File: config.mk
export PLATFORM = sky130hd
export DESIGN_NAME = haar_2x2_analysis_with_stats
export DESIGN_NICKNAME = d
export VERILOG_FILES = /design/src/rtl/core/haar2x2_pkg.sv /design/src/rtl/core/haar2x2_front.sv /design/src/rtl/core/haar2x2_queue.sv /design/src/rtl/core/haar2x2_back.sv /design/src/rtl/core/haar_2x2_analysis_with_stats.sv
export SDC_FILE = /design/constraint.sdc
export NUM_CORES = 2
export LEC_CHECK = 0
export ABC_AREA = 1
export BUFFER_PORTS_ARGS = -buffer_cell sky130_fd_sc_hd__buf_2
export CORE_AREA = 8 8 365 367
export CTS_BUF_LIST = sky130_fd_sc_hd__clkbuf_2 sky130_fd_sc_hd__clkbuf_4 sky130_fd_sc_hd__clkbuf_8
export CTS_CLUSTER_SIZE = 24
export DETAILED_ROUTE_END_ITERATION = 16
export DIE_AREA = 0 0 373 375
export PLACE_DENSITY = 0.78
export SYNTH_ARGS = -nofsm -noshare
export SYNTH_HDL_FRONTEND = slang
export SYNTH_SLANG_ARGS = --single-unit
File: constraint.sdc
create_clock -name clk -period 7.1 [get_ports clk]
set_input_delay 0.71 -clock clk [delete_from_list [all_inputs] [get_ports clk]]
set_output_delay 0.71 -clock clk [all_outputs]
set_load 0.02 [all_outputs]
File: src/rtl/core/haar2x2_pkg.sv
// Shared types and constants for the 2x2 Haar analysis block.
package haar2x2_pkg;

    localparam logic [1:0] CH_ALPHA    = 2'd3;
    localparam int         ABS_W       = 40;
    localparam int         SQ_W        = 58;
    localparam int         MAG_W       = 19;
    localparam int         SQM_W       = 2 * MAG_W;
    localparam int         LVL_W       = 27;
    localparam int         LVL_SHIFT   = 14;
    localparam logic [LVL_W-1:0] LVL_ROUND = LVL_W'(8192);
    localparam logic [7:0] LEVEL_MAX   = 8'd255;

    // Transform word passed from the front end to the back end
    typedef struct packed {
        logic signed [15:0] quad_average;
        logic signed [16:0] vertical_detail;
        logic signed [16:0] horizontal_detail;
        logic signed [17:0] diagonal_detail;
        logic        [1:0]  channel;
        logic               level_start;
    } quad_word_t;

endpackage

File: src/rtl/core/haar2x2_front.sv
// Front end: accepts quads, runs the Haar butterflies and registers the word.
module haar2x2_front
    import haar2x2_pkg::*;
(
    input  logic               clk,
    input  logic               rst_n,
    input  logic               push,
    output logic               full,
    input  logic signed [15:0] top_left,
    input  logic signed [15:0] top_right,
    input  logic signed [15:0] bottom_left,
    input  logic signed [15:0] bottom_right,
    input  logic        [1:0]  channel,
    input  logic               level_start,
    output logic               q_push,
    output quad_word_t         q_wdata,
    input  logic               q_full
);

    logic               valid_reg;
    logic               valid_next;
    quad_word_t         word_reg;
    quad_word_t         word_next;
    logic               load;
    logic               drain;

    logic signed [16:0] sum_ab;
    logic signed [16:0] sum_cd;
    logic signed [16:0] dif_ab;
    logic signed [16:0] dif_cd;
    logic signed [15:0] half_ab;
    logic signed [15:0] half_cd;
    logic signed [16:0] sum_halves;
    logic signed [17:0] sum_difs;

    // Row sums and differences; floor halving drops the low bit
    always_comb
    begin
        sum_ab     = {top_left[15], top_left} + {top_right[15], top_right};
        sum_cd     = {bottom_left[15], bottom_left} + {bottom_right[15], bottom_right};
        dif_ab     = {top_left[15], top_left} - {top_right[15], top_right};
        dif_cd     = {bottom_left[15], bottom_left} - {bottom_right[15], bottom_right};
        half_ab    = sum_ab[16:1];
        half_cd    = sum_cd[16:1];
        sum_halves = {half_ab[15], half_ab} + {half_cd[15], half_cd};
        sum_difs   = {dif_ab[16], dif_ab} + {dif_cd[16], dif_cd};

        word_next.quad_average      = sum_halves[16:1];
        word_next.vertical_detail   = {half_ab[15], half_ab} - {half_cd[15], half_cd};
        word_next.horizontal_detail = sum_difs[17:1];
        word_next.diagonal_detail   = {dif_ab[16], dif_ab} - {dif_cd[16], dif_cd};
        word_next.channel           = channel;
        word_next.level_start       = level_start;
    end

    // Hold the word until the queue takes it
    assign drain = valid_reg && !q_full;
    assign full  = valid_reg && q_full;
    assign load  = push && !full;

    always_comb
    begin
        valid_next = valid_reg;
        if (load)
        begin
            valid_next = 1'b1;
        end
        else if (drain)
        begin
            valid_next = 1'b0;
        end
    end

    always_ff @(posedge clk or negedge rst_n)
    begin
        if (!rst_n)
        begin
            valid_reg <= 1'b0;
        end
        else
        begin
            valid_reg <= valid_next;
        end
    end

    always_ff @(posedge clk)
    begin
        if (load)
        begin
            word_reg <= word_next;
        end
    end

    assign q_push  = valid_reg;
    assign q_wdata = word_reg;

endmodule

File: src/rtl/core/haar2x2_queue.sv
// Small first-in first-out queue of transform words between front and back.
module haar2x2_queue
    import haar2x2_pkg::*;
#(
    parameter int DEPTH = 4
)
(
    input  logic       clk,
    input  logic       rst_n,
    input  logic       push,
    input  quad_word_t wdata,
    output logic       full,
    input  logic       pop,
    output quad_word_t rdata,
    output logic       empty
);

    localparam int AW = (DEPTH > 1) ? $clog2(DEPTH) : 1;
    localparam int CW = $clog2(DEPTH + 1);

    quad_word_t      mem [DEPTH];
    logic [AW-1:0]   wr_ptr_reg;
    logic [AW-1:0]   wr_ptr_next;
    logic [AW-1:0]   rd_ptr_reg;
    logic [AW-1:0]   rd_ptr_next;
    logic [CW-1:0]   count_reg;
    logic [CW-1:0]   count_next;
    logic            do_push;
    logic            do_pop;

    assign full    = (count_reg == CW'(DEPTH));
    assign empty   = (count_reg == '0);
    assign do_push = push && !full;
    assign do_pop  = pop && !empty;
    assign rdata   = mem[rd_ptr_reg];

    // Advance pointers with wrap at the queue depth
    always_comb
    begin
        wr_ptr_next = wr_ptr_reg;
        rd_ptr_next = rd_ptr_reg;
        count_next  = count_reg;
        if (do_push)
        begin
            wr_ptr_next = (wr_ptr_reg == AW'(DEPTH - 1)) ? '0 : wr_ptr_reg + 1'b1;
        end
        if (do_pop)
        begin
            rd_ptr_next = (rd_ptr_reg == AW'(DEPTH - 1)) ? '0 : rd_ptr_reg + 1'b1;
        end
        if (do_push && !do_pop)
        begin
            count_next = count_reg + 1'b1;
        end
        else if (do_pop && !do_push)
        begin
            count_next = count_reg - 1'b1;
        end
    end

    always_ff @(posedge clk or negedge rst_n)
    begin
        if (!rst_n)
        begin
            wr_ptr_reg <= '0;
            rd_ptr_reg <= '0;
            count_reg  <= '0;
        end
        else
        begin
            wr_ptr_reg <= wr_ptr_next;
            rd_ptr_reg <= rd_ptr_next;
            count_reg  <= count_next;
        end
    end

    // Store the incoming word
    always_ff @(posedge clk)
    begin
        if (do_push)
        begin
            mem[wr_ptr_reg] <= wdata;
        end
    end

endmodule

File: src/rtl/core/haar2x2_back.sv
// Back end: magnitude, square, detail level, channel totals and result register.
module haar2x2_back
    import haar2x2_pkg::*;
(
    input  logic                clk,
    input  logic                rst_n,
    input  logic                q_empty,
    input  quad_word_t          q_rdata,
    output logic                q_pop,
    output logic signed [15:0]  quad_average,
    output logic signed [16:0]  vertical_detail,
    output logic signed [16:0]  horizontal_detail,
    output logic signed [17:0]  diagonal_detail,
    output logic        [7:0]   detail_level,
    output logic        [ABS_W-1:0] abs_total,
    output logic        [SQ_W-1:0]  square_total,
    output logic                empty,
    input  logic                pop
);

    // Pipeline stage valids and handshakes
    logic                 a_valid_reg;
    logic                 b_valid_reg;
    logic                 o_valid_reg;
    logic                 a_valid_next;
    logic                 b_valid_next;
    logic                 o_valid_next;
    logic                 o_ready;
    logic                 b_ready;
    logic                 a_ready;
    logic                 a_load;
    logic                 b_load;
    logic                 o_load;

    quad_word_t           a_word_reg;
    logic [MAG_W-1:0]     a_mag_reg;
    quad_word_t           b_word_reg;
    logic [MAG_W-1:0]     b_mag_reg;
    logic [SQM_W-1:0]     b_sq_reg;

    logic [ABS_W-1:0]     mag_sums_reg [3];
    logic [SQ_W-1:0]      sq_sums_reg  [3];

    // Result register
    logic signed [15:0]   quad_average_reg;
    logic signed [16:0]   vertical_detail_reg;
    logic signed [16:0]   horizontal_detail_reg;
    logic signed [17:0]   diagonal_detail_reg;
    logic        [7:0]    detail_level_reg;
    logic [ABS_W-1:0]     abs_total_reg;
    logic [SQ_W-1:0]      square_total_reg;

    logic [16:0]          abs_vert;
    logic [16:0]          abs_horz;
    logic [17:0]          abs_diag;
    logic [MAG_W-1:0]     mag_next;

    logic [LVL_W-1:0]     lvl_wide;
    logic [LVL_W-LVL_SHIFT-1:0] lvl_q;
    logic [7:0]           lvl_sat;
    logic                 is_alpha;
    logic [ABS_W-1:0]     mag_cur;
    logic [SQ_W-1:0]      sq_cur;
    logic [ABS_W:0]       mag_sum;
    logic [SQ_W:0]        sq_sum;
    logic [ABS_W-1:0]     mag_new;
    logic [SQ_W-1:0]      sq_new;

    assign o_ready = !o_valid_reg || pop;
    assign b_ready = !b_valid_reg || o_ready;
    assign a_ready = !a_valid_reg || b_ready;
    assign q_pop   = !q_empty && a_ready;
    assign a_load  = q_pop;
    assign b_load  = a_valid_reg && b_ready;
    assign o_load  = b_valid_reg && o_ready;
    assign empty   = !o_valid_reg;

    // Stage A: magnitude of the three details
    always_comb
    begin
        abs_vert = q_rdata.vertical_detail[16]
                 ? 17'(-q_rdata.vertical_detail) : 17'(q_rdata.vertical_detail);
        abs_horz = q_rdata.horizontal_detail[16]
                 ? 17'(-q_rdata.horizontal_detail) : 17'(q_rdata.horizontal_detail);
        abs_diag = q_rdata.diagonal_detail[17]
                 ? 18'(-q_rdata.diagonal_detail) : 18'(q_rdata.diagonal_detail);
        mag_next = MAG_W'(abs_vert) + MAG_W'(abs_horz) + MAG_W'(abs_diag);
    end

    // Stage C: byte level, rounded and saturated
    always_comb
    begin
        lvl_wide = (LVL_W'(b_mag_reg) << 8) - LVL_W'(b_mag_reg) + LVL_ROUND;
        lvl_q    = lvl_wide[LVL_W-1:LVL_SHIFT];
        lvl_sat  = (|lvl_q[LVL_W-LVL_SHIFT-1:8]) ? LEVEL_MAX : lvl_q[7:0];
    end

    // Stage C: saturating total update, level start clears first
    always_comb
    begin
        is_alpha = (b_word_reg.channel == CH_ALPHA);
        mag_cur  = '0;
        sq_cur   = '0;
        if (!is_alpha && !b_word_reg.level_start)
        begin
            mag_cur = mag_sums_reg[b_word_reg.channel];
            sq_cur  = sq_sums_reg[b_word_reg.channel];
        end
        mag_sum = {1'b0, mag_cur} + (ABS_W + 1)'(b_mag_reg);
        sq_sum  = {1'b0, sq_cur} + (SQ_W + 1)'(b_sq_reg);
        mag_new = mag_sum[ABS_W] ? '1 : mag_sum[ABS_W-1:0];
        sq_new  = sq_sum[SQ_W] ? '1 : sq_sum[SQ_W-1:0];
    end

    // Advance stage valids
    always_comb
    begin
        a_valid_next = a_load ? 1'b1 : (b_load ? 1'b0 : a_valid_reg);
        b_valid_next = b_load ? 1'b1 : (o_load ? 1'b0 : b_valid_reg);
        o_valid_next = o_load ? 1'b1 : (pop ? 1'b0 : o_valid_reg);
    end

    always_ff @(posedge clk or negedge rst_n)
    begin
        if (!rst_n)
        begin
            a_valid_reg <= 1'b0;
            b_valid_reg <= 1'b0;
            o_valid_reg <= 1'b0;
        end
        else
        begin
            a_valid_reg <= a_valid_next;
            b_valid_reg <= b_valid_next;
            o_valid_reg <= o_valid_next;
        end
    end

    // Hold or update channel totals; the word's own channel takes the new
    // total, the others clear on a level start
    always_ff @(posedge clk or negedge rst_n)
    begin
        if (!rst_n)
        begin
            for (int i = 0; i < 3; i++)
            begin
                mag_sums_reg[i] <= '0;
                sq_sums_reg[i]  <= '0;
            end
        end
        else if (o_load)
        begin
            for (int i = 0; i < 3; i++)
            begin
                if (!is_alpha && (b_word_reg.channel == 2'(i)))
                begin
                    mag_sums_reg[i] <= mag_new;
                    sq_sums_reg[i]  <= sq_new;
                end
                else if (b_word_reg.level_start)
                begin
                    mag_sums_reg[i] <= '0;
                    sq_sums_reg[i]  <= '0;
                end
            end
        end
    end

    // Payload registers of the three stages
    always_ff @(posedge clk)
    begin
        if (a_load)
        begin
            a_word_reg <= q_rdata;
            a_mag_reg  <= mag_next;
        end
        if (b_load)
        begin
            b_word_reg <= a_word_reg;
            b_mag_reg  <= a_mag_reg;
            b_sq_reg   <= a_mag_reg * a_mag_reg;
        end
        if (o_load)
        begin
            quad_average_reg      <= b_word_reg.quad_average;
            vertical_detail_reg   <= b_word_reg.vertical_detail;
            horizontal_detail_reg <= b_word_reg.horizontal_detail;
            diagonal_detail_reg   <= b_word_reg.diagonal_detail;
            detail_level_reg      <= is_alpha ? LEVEL_MAX : lvl_sat;
            abs_total_reg         <= is_alpha ? '0 : mag_new;
            square_total_reg      <= is_alpha ? '0 : sq_new;
        end
    end

    assign quad_average      = quad_average_reg;
    assign vertical_detail   = vertical_detail_reg;
    assign horizontal_detail = horizontal_detail_reg;
    assign diagonal_detail   = diagonal_detail_reg;
    assign detail_level      = detail_level_reg;
    assign abs_total         = abs_total_reg;
    assign square_total      = square_total_reg;

endmodule

File: src/rtl/core/haar_2x2_analysis_with_stats.sv
// Top level of the 2x2 Haar analysis block with per-channel detail totals.
//
// Input side is a queue write port: drive the four Q1.14 samples, channel and
// level_start with push; the word is taken on a clock edge where push is high
// and full is low. Result side is a queue read port: while empty is low the
// oldest result sits on the output ports and is taken on an edge with pop high.
// One quad is accepted every cycle and one result leaves every cycle when the
// receiver pops continuously. A result first shows on the output ports after its
// word is taken and has passed the front register, queue slot, magnitude stage,
// square stage, then the result register where the channel totals update.
// The rate is one word per cycle while pop stays high, set by the saturating
// update of the running totals in the last back-end stage.
// When pop stays low, results pile up in the back-end stages, the middle queue
// and the front register; full rises once all are occupied and drops as soon as room frees.
// Reset clears all running totals to zero and empties every stage and the queue.
module haar_2x2_analysis_with_stats
    import haar2x2_pkg::*;
#(
    parameter int QUEUE_DEPTH = 4
)
(
    input  logic                   clk,
    input  logic                   rst_n,
    input  logic                   push,
    output logic                   full,
    input  logic signed [15:0]     top_left,
    input  logic signed [15:0]     top_right,
    input  logic signed [15:0]     bottom_left,
    input  logic signed [15:0]     bottom_right,
    input  logic        [1:0]      channel,
    input  logic                   level_start,
    output logic                   empty,
    input  logic                   pop,
    output logic signed [15:0]     quad_average,
    output logic signed [16:0]     vertical_detail,
    output logic signed [16:0]     horizontal_detail,
    output logic signed [17:0]     diagonal_detail,
    output logic        [7:0]      detail_level,
    output logic        [ABS_W-1:0] abs_total,
    output logic        [SQ_W-1:0]  square_total
);

    logic       q_push;
    logic       q_full;
    logic       q_pop;
    logic       q_empty;
    quad_word_t q_wdata;
    quad_word_t q_rdata;

    haar2x2_front u_front
    (
        .clk          (clk),
        .rst_n        (rst_n),
        .push         (push),
        .full         (full),
        .top_left     (top_left),
        .top_right    (top_right),
        .bottom_left  (bottom_left),
        .bottom_right (bottom_right),
        .channel      (channel),
        .level_start  (level_start),
        .q_push       (q_push),
        .q_wdata      (q_wdata),
        .q_full       (q_full)
    );

    haar2x2_queue #(
        .DEPTH (QUEUE_DEPTH)
    ) u_queue
    (
        .clk   (clk),
        .rst_n (rst_n),
        .push  (q_push),
        .wdata (q_wdata),
        .full  (q_full),
        .pop   (q_pop),
        .rdata (q_rdata),
        .empty (q_empty)
    );

    haar2x2_back u_back
    (
        .clk               (clk),
        .rst_n             (rst_n),
        .q_empty           (q_empty),
        .q_rdata           (q_rdata),
        .q_pop             (q_pop),
        .quad_average      (quad_average),
        .vertical_detail   (vertical_detail),
        .horizontal_detail (horizontal_detail),
        .diagonal_detail   (diagonal_detail),
        .detail_level      (detail_level),
        .abs_total         (abs_total),
        .square_total      (square_total),
        .empty             (empty),
        .pop               (pop)
    );

endmodule
==> impl_metrics.tcl <==
set metrics [dict create \
    finalSetupViolations 0 \
    tritoncts "built" \
    drv_slew 0 \
    yosysUniqueCellTypes 53 \
    gr-usage-all-layers_pct 25.0 \
    nets 8015 \
    ys_ff_latch 1050 \
    die_w_um 373 \
    final.min_clock_period_ns 6.61 \
    drive_gt1_share_pct 8.76 \
    worst_ep_arrival_time_ns 7.22 \
    grt_antenna_before_repair 8 \
    slowest_delay_ns 0.96 \
    io_buffer_count 246 \
    ys_seq_area_share_pct 46.7 \
    skew_ns 0.0469 \
    cts_resized 0 \
    dp_hpwl_um 131000 \
    drc_errors 0 \
    synth_fp_nets 7763 \
    drt_iter0_drc 4363 \
    ios 247 \
    dr.pass1.iters 6 \
    max_freq_mhz 151 \
    ant_nets 0 \
    cap_violations 0 \
    wl_per_cell_um 19.6 \
    hold_viol_final 0 \
    syn_to_final_growth_pct 10.3 \
    die_h_um 375 \
    h-tree-depth 4 \
    grt_pass1_vias 50910 \
    grt_overflow_total 0 \
    relSlewSlack_pct 22.1 \
    fin_hold_ws_ns 0.117 \
    rows 131 \
    cts_buffer_depth 3 \
    synth_area_mm2 0.0643 \
    hp-class "primary input to flip-flop" \
    grt_max_degree 159 \
    num_vias 50146 \
    post-route-period-util_pct 93.1 \
    gp_congestion 0.979 \
    cp.required_ns 7.71 \
    clkTransAtPathRegs_ns 0.06 \
    routed_wirelength_um 179000 \
    cp-end-kind "flip-flop" \
    tightestPinTransition_ns 1.17 \
    ctsRootBufferMaster "clkbuf_8" \
    cts_made_buffers 170 \
    path_class "flip-flop to flip-flop" \
    largest_register_ffs 284 \
    cp_cell_sequence "nand2_1 -> inv_1 -> fa_1 -> fa_1 -> inv_1 -> fa_1 -> inv_1 -> fa_1 -> inv_1 -> fa_1 -> fa_1 -> inv_1 -> ha_1 -> nand2_1 -> nor2_1 -> inv_1 -> o21ai_0 -> a21oi_1 -> o21ai_0 -> nand2_1 -> nand2_1 -> xor2_1" \
    tns_ns 0 \
    clock-sinks 1050 \
    ys.warnings.count 0 \
    status "completed" \
    clock_latency_ns 0.90 \
    initial_core_util_pct 50.6 \
    crit_fanout 20 \
    rsz0062_at_grt "no" \
    core_mm2 0.127 \
    via_per_inst 5.51 \
    cts_setup_buffers 0 \
    die_area_mm2 0.140 \
    crit_path_start_kind "flip-flop" \
    grt_first_pass_wirelength_um 279000 \
    syn_inst 7051 \
    synth.avg_cell_area_um2 9.12 \
    fill_cells 10866 \
    critPathSlowestCell "edfxtp_1" \
]
critical path, delay by kind of cell (launching register included):
family          cells  cell delay (ns)
compound gates      3             1.00
xor+xnor            1             0.06
fa+ha+maj           7             3.25
buf+inv             6             0.46
flops               1             0.96
simple gates        5             0.59
cells in the mapped netlist (all sizes together):
library cell | number | share of area, %
a211oi | 3 | 0.035
a21boi | 16 | 0.19
a21o | 28 | 0.33
a21oi | 338 | 2.6
a22o | 2 | 0.027
a22oi | 4 | 0.047
a31o | 1 | 0.014
a31oi | 15 | 0.15
a32o | 4 | 0.062
a32oi | 13 | 0.18
a41oi | 1 | 0.014
and2 | 2 | 0.019
and3 | 1 | 0.0097
buf | 54 | 0.44
clkbuf | 180 | 1.1
clkinv | 7 | 0.041
dfrtp | 305 | 12
edfxtp | 745 | 35
fa | 260 | 8.1
ha | 381 | 7.4
inv | 1185 | 6.9
nand2 | 1717 | 10
nand3 | 324 | 2.6
nand3b | 3 | 0.035
nand4 | 56 | 0.54
nor2 | 475 | 2.8
nor3 | 53 | 0.42
nor3b | 2 | 0.023
nor4 | 18 | 0.18
o2111ai | 4 | 0.054
o211ai | 12 | 0.14
o21a | 4 | 0.047
o21ai | 345 | 2.7
o21bai | 17 | 0.20
o221a | 1 | 0.018
o221ai | 30 | 0.41
o22ai | 138 | 1.3
o311ai | 1 | 0.014
o31ai | 16 | 0.19
or2 | 6 | 0.058
xnor2 | 52 | 0.71
xor2 | 232 | 3.2
cell usage in the layout (no fill, tap or decap), types with 15 or more instances in the layout:
master    Yosys  final
xnor2_1      52     52
clkbuf_8      0    180
clkinv_2      0     17
a21oi_1     338    338
o21ai_1      43     40
fa_1        260    260
o221ai_1     30     30
a21boi_0     16     16
o31ai_1      16     16
nor4_1       18     18
dfrtp_1     305    303
nor3_1       52     52
o21ai_0     302    302
nand3_1     312    312
clkbuf_4      0     58
a21o_1       28     28
nand4_1      56     56
o22ai_1     138    138
buf_2        20    245
a31oi_1      15     15
nor2_1      468    459
nand2_1    1712   1711
clkinv_1      7     34
ha_1        381    381
edfxtp_1    745    745
buf_4         7     63
inv_1      1177   1173
o21bai_1     17     17
xor2_1      232    232
cell families (layout without fill, tap and decap cells):
| family | count (synthesis) | in the layout | synth area share (%) |
|---|---|---|---|
| and+or+nand+nor | 2657 | 2657 | 16.8 |
| buffers and inverters | 1426 | 1814 | 8.45 |
| DFF | 1050 | 1050 | 46.7 |
| AOI/OAI and AO/OA | 993 | 993 | 8.76 |
| adders and majority gates | 641 | 641 | 15.5 |
| xor gates and xnor gates | 284 | 284 | 3.87 |
| other | 0 | 2 | 0 |
layer usage:
metal  global-route usage [%]  vias to the layer above  wire length (µm)
li1                         -                    23441                 -
met1                     31.0                    24107             71200
met2                     42.8                     2162             87000
met3                     4.56                      436             13200
met4                     10.7                        0              7390
met5                        0                        -                 0
per-stage QoR:
stage,setup WS [ns],std cells,instance area (µm²),util (%)
2_1_floorplan,0.948,7051,64300,-
3_3_place_gp,0.668,8790,67300,53.0
3_5_place_dp,0.589,8790,67300,53.0
4_1_cts,0.545,9101,70900,55.8
5_1_grt,0.159,9102,70900,55.8
6_report,0.491,9103,70900,55.8
final timing paths:
path | start | to | slack (ns) | cells after the start
max | u_back.a_mag_reg[9] | u_back.b_sq_reg[33] | 0.49 | 22
min | pop | u_back.o_valid_reg | 0.12 | 3
max reg2reg | u_back.a_mag_reg[9] | u_back.b_sq_reg[33] | 0.49 | 22
min reg2reg | u_back.b_word_reg[69] | u_back.quad_average[14] | 0.41 | 0
max in group asynchronous | rst_n | u_back.sq_sums_reg[88] | 5.30 | 3
min in group asynchronous | rst_n | u_back.mag_sums_reg[29] | 0.44 | 2
what timing repair did:
item | CTS | global route
endpoints found under the setup margin | 0 | 0
endpoints found under the hold margin | 85 | 0
hold buffers | 3 | 0
area by class of cell:
class | count | area, µm² | share of cell area (%)
Inverter | 1192 | 4490 | 6.33
Clock buffer | 238 | 2910 | 4.11
Multi-Input combinational cell | 4575 | 29000 | 40.9
Timing Repair Buffer | 314 | 1780 | 2.52
Antenna cell | 2 | 5.00 | 0.00706
Clock inverter | 70 | 658 | 0.928
Tap cell | 1662 | 2080 | 2.93
Sequential cell | 1050 | 30000 | 42.3
Power is left out: the tool's default activity adds up to more than one toggle a clock period on the data nets, which glitch-free logic cannot reach.
